File: src/fbpa_fifo.sv
// small register fifo used for the command and result queues
module fbpa_fifo #(
  parameter int WIDTH = 8,
  parameter int DEPTH = 4
) (
  input  logic                             clk_i,
  input  logic                             rst_ni,
  input  logic                             push_i,
  input  logic [WIDTH-1:0]                 data_i,
  input  logic                             pop_i,
  output logic [WIDTH-1:0]                 data_o,
  output logic                             empty_o,
  output logic                             full_o,
  output logic [$clog2(DEPTH + 1)-1:0]     count_o
);

  localparam int PtrW = (DEPTH > 1) ? $clog2(DEPTH) : 1;
  localparam int CntW = $clog2(DEPTH + 1);

  logic [WIDTH-1:0] slot_q [DEPTH];
  logic [PtrW-1:0]  wr_ptr_q, wr_ptr_d;
  logic [PtrW-1:0]  rd_ptr_q, rd_ptr_d;
  logic [CntW-1:0]  count_q, count_d;
  logic             do_push, do_pop;

  assign empty_o = (count_q == '0);
  assign full_o  = (count_q == CntW'(DEPTH));
  assign count_o = count_q;
  assign data_o  = slot_q[rd_ptr_q];
  assign do_push = push_i && !full_o;
  assign do_pop  = pop_i && !empty_o;

  // pointer and level update
  always_comb begin
    wr_ptr_d = wr_ptr_q;
    rd_ptr_d = rd_ptr_q;
    count_d  = count_q;
    if (do_push) begin
      wr_ptr_d = (wr_ptr_q == PtrW'(DEPTH - 1)) ? '0 : wr_ptr_q + 1'b1;
    end
    if (do_pop) begin
      rd_ptr_d = (rd_ptr_q == PtrW'(DEPTH - 1)) ? '0 : rd_ptr_q + 1'b1;
    end
    if (do_push && !do_pop) begin
      count_d = count_q + 1'b1;
    end else if (do_pop && !do_push) begin
      count_d = count_q - 1'b1;
    end
  end

  always_ff @(posedge clk_i or negedge rst_ni) begin
    if (!rst_ni) begin
      wr_ptr_q <= '0;
      rd_ptr_q <= '0;
      count_q  <= '0;
    end else begin
      wr_ptr_q <= wr_ptr_d;
      rd_ptr_q <= rd_ptr_d;
      count_q  <= count_d;
    end
  end

  // storage
  always_ff @(posedge clk_i) begin
    if (do_push) begin
      slot_q[wr_ptr_q] <= data_i;
    end
  end

  // no word is pushed into a full queue by its producer
  assert property (@(posedge clk_i) disable iff (!rst_ni) !(push_i && full_o))
    else $error("fifo push while full");

endmodule

File: config.mk
export PLATFORM = sky130hd
export DESIGN_NAME = fbpa_fifo
export DESIGN_NICKNAME = d
export VERILOG_FILES = /design/src/fbpa_fifo.sv
export SDC_FILE = /design/constraint.sdc
export NUM_CORES = 1
export LEC_CHECK = 0
export ABC_AREA = 1
export CAP_MARGIN = 20
export CELL_PAD_IN_SITES_DETAIL_PLACEMENT = 2
export CELL_PAD_IN_SITES_GLOBAL_PLACEMENT = 2
export CORE_ASPECT_RATIO = 0.5
export CORE_MARGIN = 2
export CORE_UTILIZATION = 36
export CTS_CLUSTER_DIAMETER = 30
export DETAILED_ROUTE_END_ITERATION = 12
export DONT_BUFFER_PORTS = 1
export PLACE_DENSITY = 0.72
export SLEW_MARGIN = 0
export SYNTH_ARGS = -nofsm -noshare
export SYNTH_HDL_FRONTEND = slang
export SYNTH_SLANG_ARGS = --single-unit
File: constraint.sdc
create_clock -name clk_i -period 1.8 [get_ports clk_i]
set_input_delay 0.54 -clock clk_i [delete_from_list [all_inputs] [get_ports clk_i]]
set_output_delay 0.54 -clock clk_i [all_outputs]
set_load 0.01 [all_outputs]
==> results.md <==
- Status: finished, final reports clean
- Critical path fanouts, max: 32
- Die area: 5500 um^2
- Cell Chain, Critical Path: buf_12, o211ai_1, nand2_1
- Nets: 193
- Clock buffer depth: 2
- Num CTS Buffers: 5
- Vias in the first global route: approximately 1,300
- First drt pass iteration count: 4
- Post-synth top area cell: edfxtp_1
- CP peak stage delay: between 0.4 and 0.5 ns
- Cells after synthesis: 154
- Critical path launch point: rd_ptr_q[0]
- Peak VDD IR: around 0.64 mV
- # port buffers: 0
- Total GRT Usage: 0.166
- Via count: 1,146
- Required @ worst endpoint: 1.26 ns
- Iter 0 DRT Violations: 20
- CP Class: reg -> out
- Total power: around 3.4 mW
- Synth Flop Type: edfxtp_1
- Worst skew pair latency: about 0.30 ns
- Synth Cell Area: 1760 um^2
- Number of clock sinks: 39
- Min Tclk post-route: approximately 1.8 ns
- Actual slew at the worst max-slew pin: 0.375 ns
- Post-Route WL: roughly 4000 um
- Slew Limit Headroom: 0.749
- First-pass GRT wire length: 6240 um
- Total placed cells including tap cells: between 200 and 250
- Root Driver: clkbuf_8
- CP top delay family: flip-flops
- Setup crit end kind: primary output
- Largest net degree at the start of global routing: 33
- Post-Syn Nets: approximately 170
- Hold slack: 0.332 ns
- Syn avg cell area: 11.4 um^2
- Setup violators final: 0
- Max cap viols: 0
- HP Class: in -> reg
- Most frequent cell after synthesis: nand2_1
- Area Growth Syn to Fin: 17.0%
- Routed vias/inst: roughly 4.8
- Remaining routing DRC violations: 0
- Synth top area cells: edfxtp_1, dfrtp_1, nand2_1
- Initial antenna violation count: 0
- CTS tree: built
- Most common library cells after synthesis: nand2_1, edfxtp_1, inv_1
- Share of cells above drive strength 1: 0.189
- H-tree depth: 2
- EDFF count, synth: 32
- Post-synth cell types: 16
- Fin. Hold Viols: 0
- Die Width: 103 um
- Asr flop ratio synth: 0.179
- GPL Wtd Cong: about 0.7
- WP data arrival: around 1.2 ns
- Pwr Density: 1680 nW/um^2
- Synth warnings: 0
- Placed cell area: ~1900 um^2
- RSZ-0062 raised after global routing: yes
- Leak pwr: 0.888 nW
- IO Count: 25
- HPWL Detailed: 2850 um
- Yosys top cell area share: 0.546
- Worst path slowest cell: dfrtp_2
- # diodes: 0
- Startpoint Class: flip-flop
- CP bufs+invs: 1
- Final antenna-violating net count: 0
- F_max: 0.563 GHz
- Hold_sp: data_i[5]
- Reg2reg start: count_o[2]
- Die Span Y: 53.4 um
- Total gr overflow: 0
- Period utilization: 0.988
- Flops & latches, synth: 39
- Skew final: 0.00879 ns
- Clk slew on worst S/H paths: around 0.080 ns
- WL/cell: around 17 um
- Fin area: between 2000 and 2500 um^2
- Post-synthesis sequential area ratio: 0.646
- Cell Count, Final, Fillers Out: 241
- Row cnt: 17
- Starting Density: 0.386
- Max-slew violations: 0
- Fillers: 482
- Core Region: roughly 4600 um^2
-- placed cells by master (no fill, tap or decap), types with 2 or more instances in the layout --
master / instances
edfxtp_1: 32
nand2_1: 37
nand2_2: 2
nand3_1: 7
inv_2: 2
o211ai_1: 15
inv_1: 29
nor2_1: 6
clkbuf_8: 5
dfrtp_1: 6
buf_4: 16
ha_1: 5
-- final timing paths --
check	cells after the start	endpoint	slack [ns]
min reg2reg	2	count_o[2]	0.53
max in group asynchronous	1	rd_ptr_q[0]	0.91
max reg2reg	10	count_o[2]	0.05
max	3	data_o[3]	0.02
min	0	slot_q[2][5]	0.33
min in group asynchronous	1	count_o[2]	0.59
-- logic make-up after synthesis --
group           count (synthesis)  synth area share
simple gates                   53             0.121
flops                          39             0.646
buf+inv                        37             0.100
compound gates                 17            0.0740
fa+ha+maj                       7            0.0541
xor+xnor                        1           0.00498
-- layout make-up --
cell class                 count  area (um^2)  share of cell area
clock buffer                   5         68.8              0.0334
clock inverter                 3         43.8              0.0213
inverter                      32          124              0.0602
multi-input combinational     78          452               0.219
sequential                    39         1140               0.553
tap                           66         82.6              0.0401
timing repair buffer          18          150              0.0729
-- through the flow --
step / setup slack, ns / utilization / setup TNS (ns)
2_1_floorplan: 0.0481 / - / 0
3_5_place_dp: 0.0331 / 0.415 / 0
4_1_cts: 0.00107 / 0.444 / 0
3_3_place_gp: 0.143 / 0.415 / 0
6_report: 0.0223 / 0.452 / 0
5_1_grt: -0.0618 / 0.452 / -0.319
-- worst reg2reg max path, stage by stage (launching register included) --
cell	delay [ns]
dfrtp_1	0.41
inv_1	0.09
nand3_1	0.11
nand2_2	0.09
ha_2	0.18
inv_1	0.06
fa_1	0.38
nand2_1	0.12
nand3_1	0.10
nand2_1	0.06
nand2_1	0.04
-- per-layer routing --
| layer | global-route usage | vias to the layer above | share of wire |
|---|---|---|---|
| met5 | 0 | - | 0 |
| met4 | 0.0811 | 0 | 0.020 |
| met3 | 0.0528 | 9 | 0.046 |
| met2 | 0.297 | 24 | 0.51 |
| met1 | 0.182 | 568 | 0.42 |
| li1 | - | 545 | - |
-- registers in the layout, indices dropped and copies added, names as in the netlist --
| signal | flops |
|---|---|
| slot_q | 32 |
| count_o | 3 |
| rd_ptr_q | 2 |
| wr_ptr_q | 2 |
-- what timing repair did --
action                     4_1_cts  5_1_grt
setup endpoints to repair        6       10
hold endpoints to repair         7        0
hold buffers                     1        0
pin swaps                        1        7
buffers inserted                 1        4
resized for setup                1        4
-- where the power goes --
group          internal (mW)  leakage (nW)  switching (mW)  total (mW)
sequential              1.22         0.377           0.115        1.33
combinational          0.534         0.453           0.848        1.38
clock                  0.413        0.0581           0.322       0.735
total                   2.16         0.888            1.29        3.45
Power figures use the tool's default switching activity.
