`src/fbpa_pkg.sv`:
```
// shared types, codes and constants for the fixed block pool allocator
package fbpa_pkg;

  // fixed field widths
  localparam int AddrBits  = 32;
  localparam int SizeBits  = 17;
  localparam int CountBits = 9;
  localparam int ShiftBits = 5;
  localparam int LastBits  = 34;
  localparam int MinShift  = 2;

  // queue sizing between the parts
  localparam int CmdqDepth  = 4;
  localparam int ResqDepth  = 4;
  localparam int QCountBits = $clog2(ResqDepth + 1);

  // configuration register indexes
  localparam logic [1:0] CfgBase     = 2'd0;
  localparam logic [1:0] CfgSize     = 2'd1;
  localparam logic [1:0] CfgMaxCount = 2'd2;

  typedef enum logic [1:0] {
    MODE_ALLOC   = 2'd0,
    MODE_FREE    = 2'd1,
    MODE_REBUILD = 2'd2,
    MODE_NONE    = 2'd3
  } mode_e;

  typedef enum logic [1:0] {
    STAT_OK        = 2'd0,
    STAT_EXHAUSTED = 2'd1,
    STAT_FOREIGN   = 2'd2,
    STAT_OVERFLOW  = 2'd3
  } stat_e;

  // what the back part does with a command
  typedef enum logic [1:0] {
    OP_PASS  = 2'd0,
    OP_READ  = 2'd1,
    OP_WRITE = 2'd2
  } op_e;

  typedef struct packed {
    stat_e                 status;
    logic [CountBits-1:0]  in_use;
  } meta_t;

  typedef struct packed {
    stat_e                 status;
    logic [AddrBits-1:0]   granted;
    logic [CountBits-1:0]  in_use;
  } res_t;

  // log2 of the block size, rounded up to a power of two, at least four bytes
  function automatic logic [ShiftBits-1:0] block_shift(input logic [SizeBits-1:0] req);
    logic [ShiftBits-1:0] sh;
    sh = ShiftBits'(MinShift);
    for (int i = MinShift; i < SizeBits; i++) begin
      if ({1'b0, req} > ((SizeBits + 1)'(1) << i)) begin
        sh = ShiftBits'(i + 1);
      end
    end
    return sh;
  endfunction

endpackage

```
`src/fbpa_front.sv`:
```
// front part: config registers, pool bookkeeping and command classification
module fbpa_front #(
  parameter int MAX_BLOCKS = 256,
  parameter int IDX_W      = 8,
  parameter int ADDR_WIDTH = 32
) (
  input  logic                            clk_i,
  input  logic                            rst_ni,
  // configuration writes
  input  logic                            cfg_we_i,
  input  logic [1:0]                      cfg_index_i,
  input  logic [fbpa_pkg::AddrBits-1:0]   cfg_data_i,
  // accepted word
  input  logic                            accept_i,
  input  logic [1:0]                      mode_i,
  input  logic [fbpa_pkg::AddrBits-1:0]   address_i,
  // command to the back part
  output fbpa_pkg::op_e                   cmd_op_o,
  output logic [IDX_W-1:0]                cmd_idx_o,
  output logic [ADDR_WIDTH-1:0]           cmd_data_o,
  output fbpa_pkg::meta_t                 cmd_meta_o
);

  localparam int CntW       = fbpa_pkg::CountBits;
  localparam int LastW      = fbpa_pkg::LastBits;
  localparam int ResetCount = (MAX_BLOCKS < 256) ? MAX_BLOCKS : 256;
  localparam int ResetTail  = ResetCount % MAX_BLOCKS;
  localparam int ResetLast  = (ResetCount - 1) * 4;

  // config registers
  logic [fbpa_pkg::AddrBits-1:0]  base_cfg_q;
  logic [fbpa_pkg::ShiftBits-1:0] shift_cfg_q;
  logic [CntW-1:0]                max_cfg_q;

  // pool latched at rebuild
  logic [fbpa_pkg::AddrBits-1:0]  pool_base_q, pool_base_d;
  logic [fbpa_pkg::ShiftBits-1:0] pool_shift_q, pool_shift_d;
  logic [CntW-1:0]                pool_count_q, pool_count_d;
  logic [LastW-1:0]               pool_last_q, pool_last_d;

  // queue bookkeeping; pops_q counts pops since rebuild, saturating at the pool
  // size, so early pops take freshly generated addresses instead of memory
  logic [IDX_W-1:0]               head_q, head_d;
  logic [IDX_W-1:0]               tail_q, tail_d;
  logic [CntW-1:0]                count_q, count_d;
  logic [CntW-1:0]                pops_q, pops_d;

  logic                           gen_avail;
  logic                           in_pool;
  logic [LastW-1:0]               gen_sum;
  logic [63:0]                    gen_wide;
  logic [63:0]                    addr_wide;
  logic [CntW-1:0]                new_count;
  logic [LastW-1:0]               new_last;
  fbpa_pkg::stat_e                status;

  assign gen_avail = (pops_q < pool_count_q);
  assign gen_sum   = LastW'(pool_base_q) + (LastW'(pops_q) << pool_shift_q);
  assign gen_wide  = 64'(gen_sum);
  assign addr_wide = 64'(address_i);
  assign in_pool   = (pool_count_q != '0) && (LastW'(address_i) >= LastW'(pool_base_q))
                     && (LastW'(address_i) <= pool_last_q);

  // pool size for a rebuild, saturated to the storage depth
  assign new_count = (int'(max_cfg_q) > MAX_BLOCKS) ? CntW'(MAX_BLOCKS) : max_cfg_q;
  assign new_last  = (new_count == '0) ? '0
                   : LastW'(base_cfg_q) + (LastW'(new_count - 1'b1) << shift_cfg_q);

  // config register writes
  always_ff @(posedge clk_i or negedge rst_ni) begin
    if (!rst_ni) begin
      base_cfg_q  <= '0;
      shift_cfg_q <= fbpa_pkg::ShiftBits'(fbpa_pkg::MinShift);
      max_cfg_q   <= CntW'(256);
    end else if (cfg_we_i) begin
      case (cfg_index_i)
        fbpa_pkg::CfgBase:     base_cfg_q  <= cfg_data_i;
        fbpa_pkg::CfgSize:
          shift_cfg_q <= fbpa_pkg::block_shift(cfg_data_i[fbpa_pkg::SizeBits-1:0]);
        fbpa_pkg::CfgMaxCount: max_cfg_q   <= cfg_data_i[CntW-1:0];
        default: ;
      endcase
    end
  end

  // classify the word and update the pool state
  always_comb begin
    pool_base_d  = pool_base_q;
    pool_shift_d = pool_shift_q;
    pool_count_d = pool_count_q;
    pool_last_d  = pool_last_q;
    head_d       = head_q;
    tail_d       = tail_q;
    count_d      = count_q;
    pops_d       = pops_q;
    status       = fbpa_pkg::STAT_OK;
    cmd_op_o     = fbpa_pkg::OP_PASS;
    cmd_idx_o    = head_q;
    cmd_data_o   = '0;
    case (fbpa_pkg::mode_e'(mode_i))
      fbpa_pkg::MODE_ALLOC: begin
        if (count_q >= pool_count_q) begin
          status = fbpa_pkg::STAT_EXHAUSTED;
        end else begin
          if (gen_avail) begin
            cmd_data_o = gen_wide[ADDR_WIDTH-1:0];
            pops_d     = pops_q + 1'b1;
          end else begin
            cmd_op_o = fbpa_pkg::OP_READ;
          end
          head_d  = (head_q == IDX_W'(MAX_BLOCKS - 1)) ? '0 : head_q + 1'b1;
          count_d = count_q + 1'b1;
        end
      end
      fbpa_pkg::MODE_FREE: begin
        if (!in_pool) begin
          status = fbpa_pkg::STAT_FOREIGN;
        end else if (count_q == '0) begin
          status = fbpa_pkg::STAT_OVERFLOW;
        end else begin
          cmd_op_o   = fbpa_pkg::OP_WRITE;
          cmd_idx_o  = tail_q;
          cmd_data_o = addr_wide[ADDR_WIDTH-1:0];
          tail_d     = (tail_q == IDX_W'(MAX_BLOCKS - 1)) ? '0 : tail_q + 1'b1;
          count_d    = count_q - 1'b1;
        end
      end
      fbpa_pkg::MODE_REBUILD: begin
        pool_base_d  = base_cfg_q;
        pool_shift_d = shift_cfg_q;
        pool_count_d = new_count;
        pool_last_d  = new_last;
        head_d       = '0;
        tail_d       = (int'(new_count) >= MAX_BLOCKS) ? '0 : IDX_W'(new_count);
        count_d      = '0;
        pops_d       = '0;
      end
      default: ;
    endcase
    cmd_meta_o.status = status;
    cmd_meta_o.in_use = count_d;
  end

  // pool state registers, reset as a rebuild from the reset config
  always_ff @(posedge clk_i or negedge rst_ni) begin
    if (!rst_ni) begin
      pool_base_q  <= '0;
      pool_shift_q <= fbpa_pkg::ShiftBits'(fbpa_pkg::MinShift);
      pool_count_q <= CntW'(ResetCount);
      pool_last_q  <= LastW'(ResetLast);
      head_q       <= '0;
      tail_q       <= IDX_W'(ResetTail);
      count_q      <= '0;
      pops_q       <= '0;
    end else if (accept_i) begin
      pool_base_q  <= pool_base_d;
      pool_shift_q <= pool_shift_d;
      pool_count_q <= pool_count_d;
      pool_last_q  <= pool_last_d;
      head_q       <= head_d;
      tail_q       <= tail_d;
      count_q      <= count_d;
      pops_q       <= pops_d;
    end
  end

  // in-use count stays within the pool
  assert property (@(posedge clk_i) disable iff (!rst_ni) count_q <= pool_count_q)
    else $error("in-use count above pool size");

  // generated addresses never run past the pool
  assert property (@(posedge clk_i) disable iff (!rst_ni) pops_q <= pool_count_q)
    else $error("generated pop count above pool size");

  // a generated address is only handed out while head still tracks the pop count
  assert property (@(posedge clk_i) disable iff (!rst_ni)
    (accept_i && (mode_i == fbpa_pkg::MODE_ALLOC) && (count_q < pool_count_q) && gen_avail)
      |-> (int'(head_q) == int'(pops_q)))
    else $error("head out of step with generated pops");

endmodule

```
`config.mk`:
```
export PLATFORM = sky130hd
export DESIGN_NAME = fbpa_front
export DESIGN_NICKNAME = d
export VERILOG_FILES = /design/src/fbpa_pkg.sv /design/src/fbpa_front.sv
export SDC_FILE = /design/constraint.sdc
export NUM_CORES = 1
export LEC_CHECK = 0
export ABC_AREA = 1
export BUFFER_PORTS_ARGS = -buffer_cell sky130_fd_sc_hd__buf_2
export CAP_MARGIN = 10
export CORE_MARGIN = 2
export CORE_UTILIZATION = 40
export CTS_CLUSTER_SIZE = 20
export DETAILED_ROUTE_END_ITERATION = 7
export GPL_TIMING_DRIVEN = 1
export PLACE_DENSITY_LB_ADDON = 0.2
export SETUP_SLACK_MARGIN = 0.15
export SLEW_MARGIN = 20
export SYNTH_ARGS = -nofsm -noshare
export SYNTH_HDL_FRONTEND = slang
export SYNTH_SLANG_ARGS = --single-unit
```
`constraint.sdc`:
```
create_clock -name clk_i -period 3.8 [get_ports clk_i]
set_input_delay 0.57 -clock clk_i [delete_from_list [all_inputs] [get_ports clk_i]]
set_output_delay 0.57 -clock clk_i [all_outputs]
set_load 0.05 [all_outputs]
```
==> results by group <==
Outcome
  • Status: complete, but fails checks
  • Violated checks: negative setup slack

Synthesis
  • Cell area after synthesis: about 15000 um^2
  • Mapped Nets: around 2400
  • Syn Inst Count: between 2000 and 2500
  • Top cells by area, synth: dfrtp_1 (25%), ha_1 (13%), nand2_1 (12%)
  • Top cell type by total area after synthesis: dfrtp_1
  • Most used DFF post-synth: dfrtp_1
  • Number of synthesized flops with an enable pin: 0
  • Ys Warns: 0
  • Mean Syn Cell Area: roughly 6.9 um^2
  • Yosys cell types: 65
  • Commonest cells in the netlist: nand2_1 (483), inv_1 (261), o21ai_0 (247), nor2_1 (174), a21oi_1 (161)
  • Seq/Total Area, Yosys: 0.2698
  • Share of the synthesized area in the top cell type: 0.2487
  • Count leader, synth: nand2_1
  • Synth async-reset ratio: 1.000
  • Register bit total from synthesis: 160

Worst setup path
  • Critical path fanouts, max: 6
  • CP bufs+invs: 5
  • Worst EP required: between 3 and 4 ns
  • Crit-path cells: buf_6 > buf_6 > nand2_4 > o21ai_4 > mux2i_2 > nand2_1 > o21ai_1 > nor2_1 > a31oi_4 > nor2_2 > ha_4 > buf_4 > nand2_2 > inv_1 > nand2_1 > nor3_2 > nand3_2 > nand3_4 > a21o_1 > a21oi_2 > o21ai_1 > nand2_2 > buf_8
  • Worst path slowest cell: dfrtp_2
  • Crit-path max cell delay: 0.47 ns
  • Arr. time, crit path: 3.82 ns
  • CP Launch Type: flop
  • Crit end category: output pin
  • Worst path top cell family by delay: simple AND/OR/NAND/NOR gates
  • Crit path kind: flop to output pin

Clocking
  • CTS Buf Count: 17
  • Clock slew at reported path FFs: 0.07 ns
  • Clk_lat worst skew: around 0.47 ns
  • H-Tree Level Count: 4
  • Longest Clk Path Bufs: 2
  • Hold_buf cts: 0
  • TritonCTS clock tree: done
  • Clock root buffer master: clkbuf_16
  • Clk sink count: 160

Drt
  • Vias: about 17000
  • Remaining antenna violation count: 0
  • Vias/cell: ~5.4
  • Drt pass-1 iters: 5
  • Routed Wire Length: between 50000 and 60000 um
  • DRC errors left: 0
  • Drt wl/cell: 18.63 um
  • Starting DRT DRC Count: around 1300

Power and ir drop
  • Clock power share: 0.122
  • Psw: slightly above 7 mW
  • Cell Pwr Density: 624.8 nW/um^2
  • Combinational Power Share: 0.703
  • Cell-internal power: around 7.9 mW
  • Switch share: 0.4732
  • Tot Pwr: approximately 15 mW
  • Worst VDD drop: about 0.45 mV
  • Part of the power in registers: 0.174
  • Leak: roughly 11 nW

Layout
  • Ant diodes: 0
  • Area of the multi-input gates: 12830 um^2
  • Design area: approximately 24000 um^2
  • Layout cells sized above 1: 0.4574
  • Nets: around 2900
  • Fill count: a little under 3000
  • Seq. cell area: roughly 4000 um^2
  • Utilization after layout: 0.6528
  • Final cell count without fillers: around 3200
  • Area grow syn2layout: 60.47%

Placement
  • Placed Cells: around 3000
  • Setup WS pre-CTS: -0.5427 ns
  • PortBufs: around 120
  • GPL Wtd Cong: roughly 0.97
  • HPWL after DPL: 42610 um
  • Placed Area: between 15000 and 20000 um^2

Global route
  • Largest net degree at the start of global routing: approximately 100
  • GRT overflow: 0
  • Number of antenna violations at the first check in global routing: 0
  • Global-route wire length before repair: just under 90000 um
  • Vias in the first global route: about 16000
  • Tot GR Track Use: 0.2894

STA
  • Fin crit period: approximately 4.4 ns
  • Max-slew violation count: 0
  • Min Hold Slack: about 0.13 ns
  • Setup_tns: -13.28 ns
  • Slew HR: 0.2847
  • Final setup violating endpoints: 42
  • FMAX: 227.8 MHz
  • RSZ-0062 raised after global routing: yes
  • Fin crit share: 1.155
  • Worst Tran Pin Value: between 1 and 1.5 ns
  • Final Hold Vio Count: 0
  • Setup skew after layout: between 0.015 and 0.02 ns
  • Setup ws final: -0.5907 ns

Floorplan
  • Die Ht: ~200 um
  • Row cnt: 70
  • Io pins: between 100 and 150
  • Die area: ~39000 um^2
  • Core region area: ~37000 um^2
  • Die Wd: roughly 200 um
  • Starting Density: 0.4068

Run
  • Max-Cap Viols: 0

Worst hold path
  • Worst Hold Class: input port to asynchronous set/reset pin
==> power by group through the flow <==
stage | clock network (mW) | logic [mW] | registers, mW
after floorplan | 0 | 4.55 | 2.41
after global placement | 0 | 7.07 | 2.59
after detailed placement | 0 | 7.18 | 2.60
after CTS | 1.85 | 8.81 | 2.58
after global routing | 1.92 | 11.3 | 2.65
final | 1.83 | 10.5 | 2.60
==> logic make-up (layout without fill, tap and decap cells) <==
logic type      after synthesis  after routing  share of synthesized area
buf+inv                     341            889                    0.09031
simple gates                902            902                     0.2677
compound gates              554            554                     0.2030
fa+ha+maj                   152            152                     0.1287
flops                       160            160                     0.2698
xor+xnor                     43             43                    0.02579
mux                          20             20                    0.01470
==> placed cells by master, fill, tap and decap left out, drive strengths merged, types with 9 or more instances in the layout <==
cell type	netlist	final
inv	274	274
o21ai	301	301
dfstp	12	12
nor2	188	188
o22ai	30	30
xor2	29	29
ha	150	150
clkinv	5	9
a31oi	12	12
nor3	32	32
nand4	28	28
or2	12	12
dfrtp	148	148
nand2	496	496
mux2	15	15
a21oi	164	164
nand3	120	120
clkbuf	35	25
nor4	17	17
xnor2	14	14
a21o	12	12
buf	27	573
==> path summary, 6_finish.rpt <==
check / depth (start not counted) / from / slack, ns / end
max: 23 / pool_shift_q[0] / -0.59 / cmd_data_o[27]
min in group clk_i: 2 / cfg_data_i[18] / 0.34 / base_cfg_q[18]
min: 1 / rst_ni / 0.13 / base_cfg_q[25]
min reg2reg: 2 / pool_last_q[33] / 0.48 / pool_last_q[33]
max reg2reg: 27 / max_cfg_q[8] / -0.29 / pool_last_q[32]
max in group asynchronous: 2 / rst_ni / 2.73 / pool_last_q[5]
==> per-layer routing <==
metal  routed length [um]  part of all wire  track usage  vias to the layer above
li1                     -                 -            -                     8420
met1                25640              0.43       0.3832                     8268
met2                28810              0.49       0.4855                      538
met3                 2658             0.045      0.03097                      129
met4                 2288             0.039       0.1125                        0
met5                    0                 0            0                        -
==> flip-flops by register name, summed over array words and instances, names as in the netlist <==
signal        cells
head_q            8
tail_q            8
max_cfg_q         9
pool_base_q      32
pool_count_q      9
pool_shift_q      5
pool_last_q      34
base_cfg_q       32
shift_cfg_q       5
count_q           9
pops_q            9
==> repair_timing <==
action	4_1_cts	5_1_grt
setup endpoints to repair	73	75
buffers inserted	73	70
cloned	2	1
pin swaps	150	192
gates resized for setup	535	391
==> final cells by class <==
type	instances	area share
clock buffer	21	0.01885
clock inverter	11	0.006649
inverter	279	0.04534
multi-input combinational	1671	0.5369
sequential	160	0.1684
tap	468	0.02450
timing repair buffer	578	0.1994
Power figures use the tool's default switching activity.
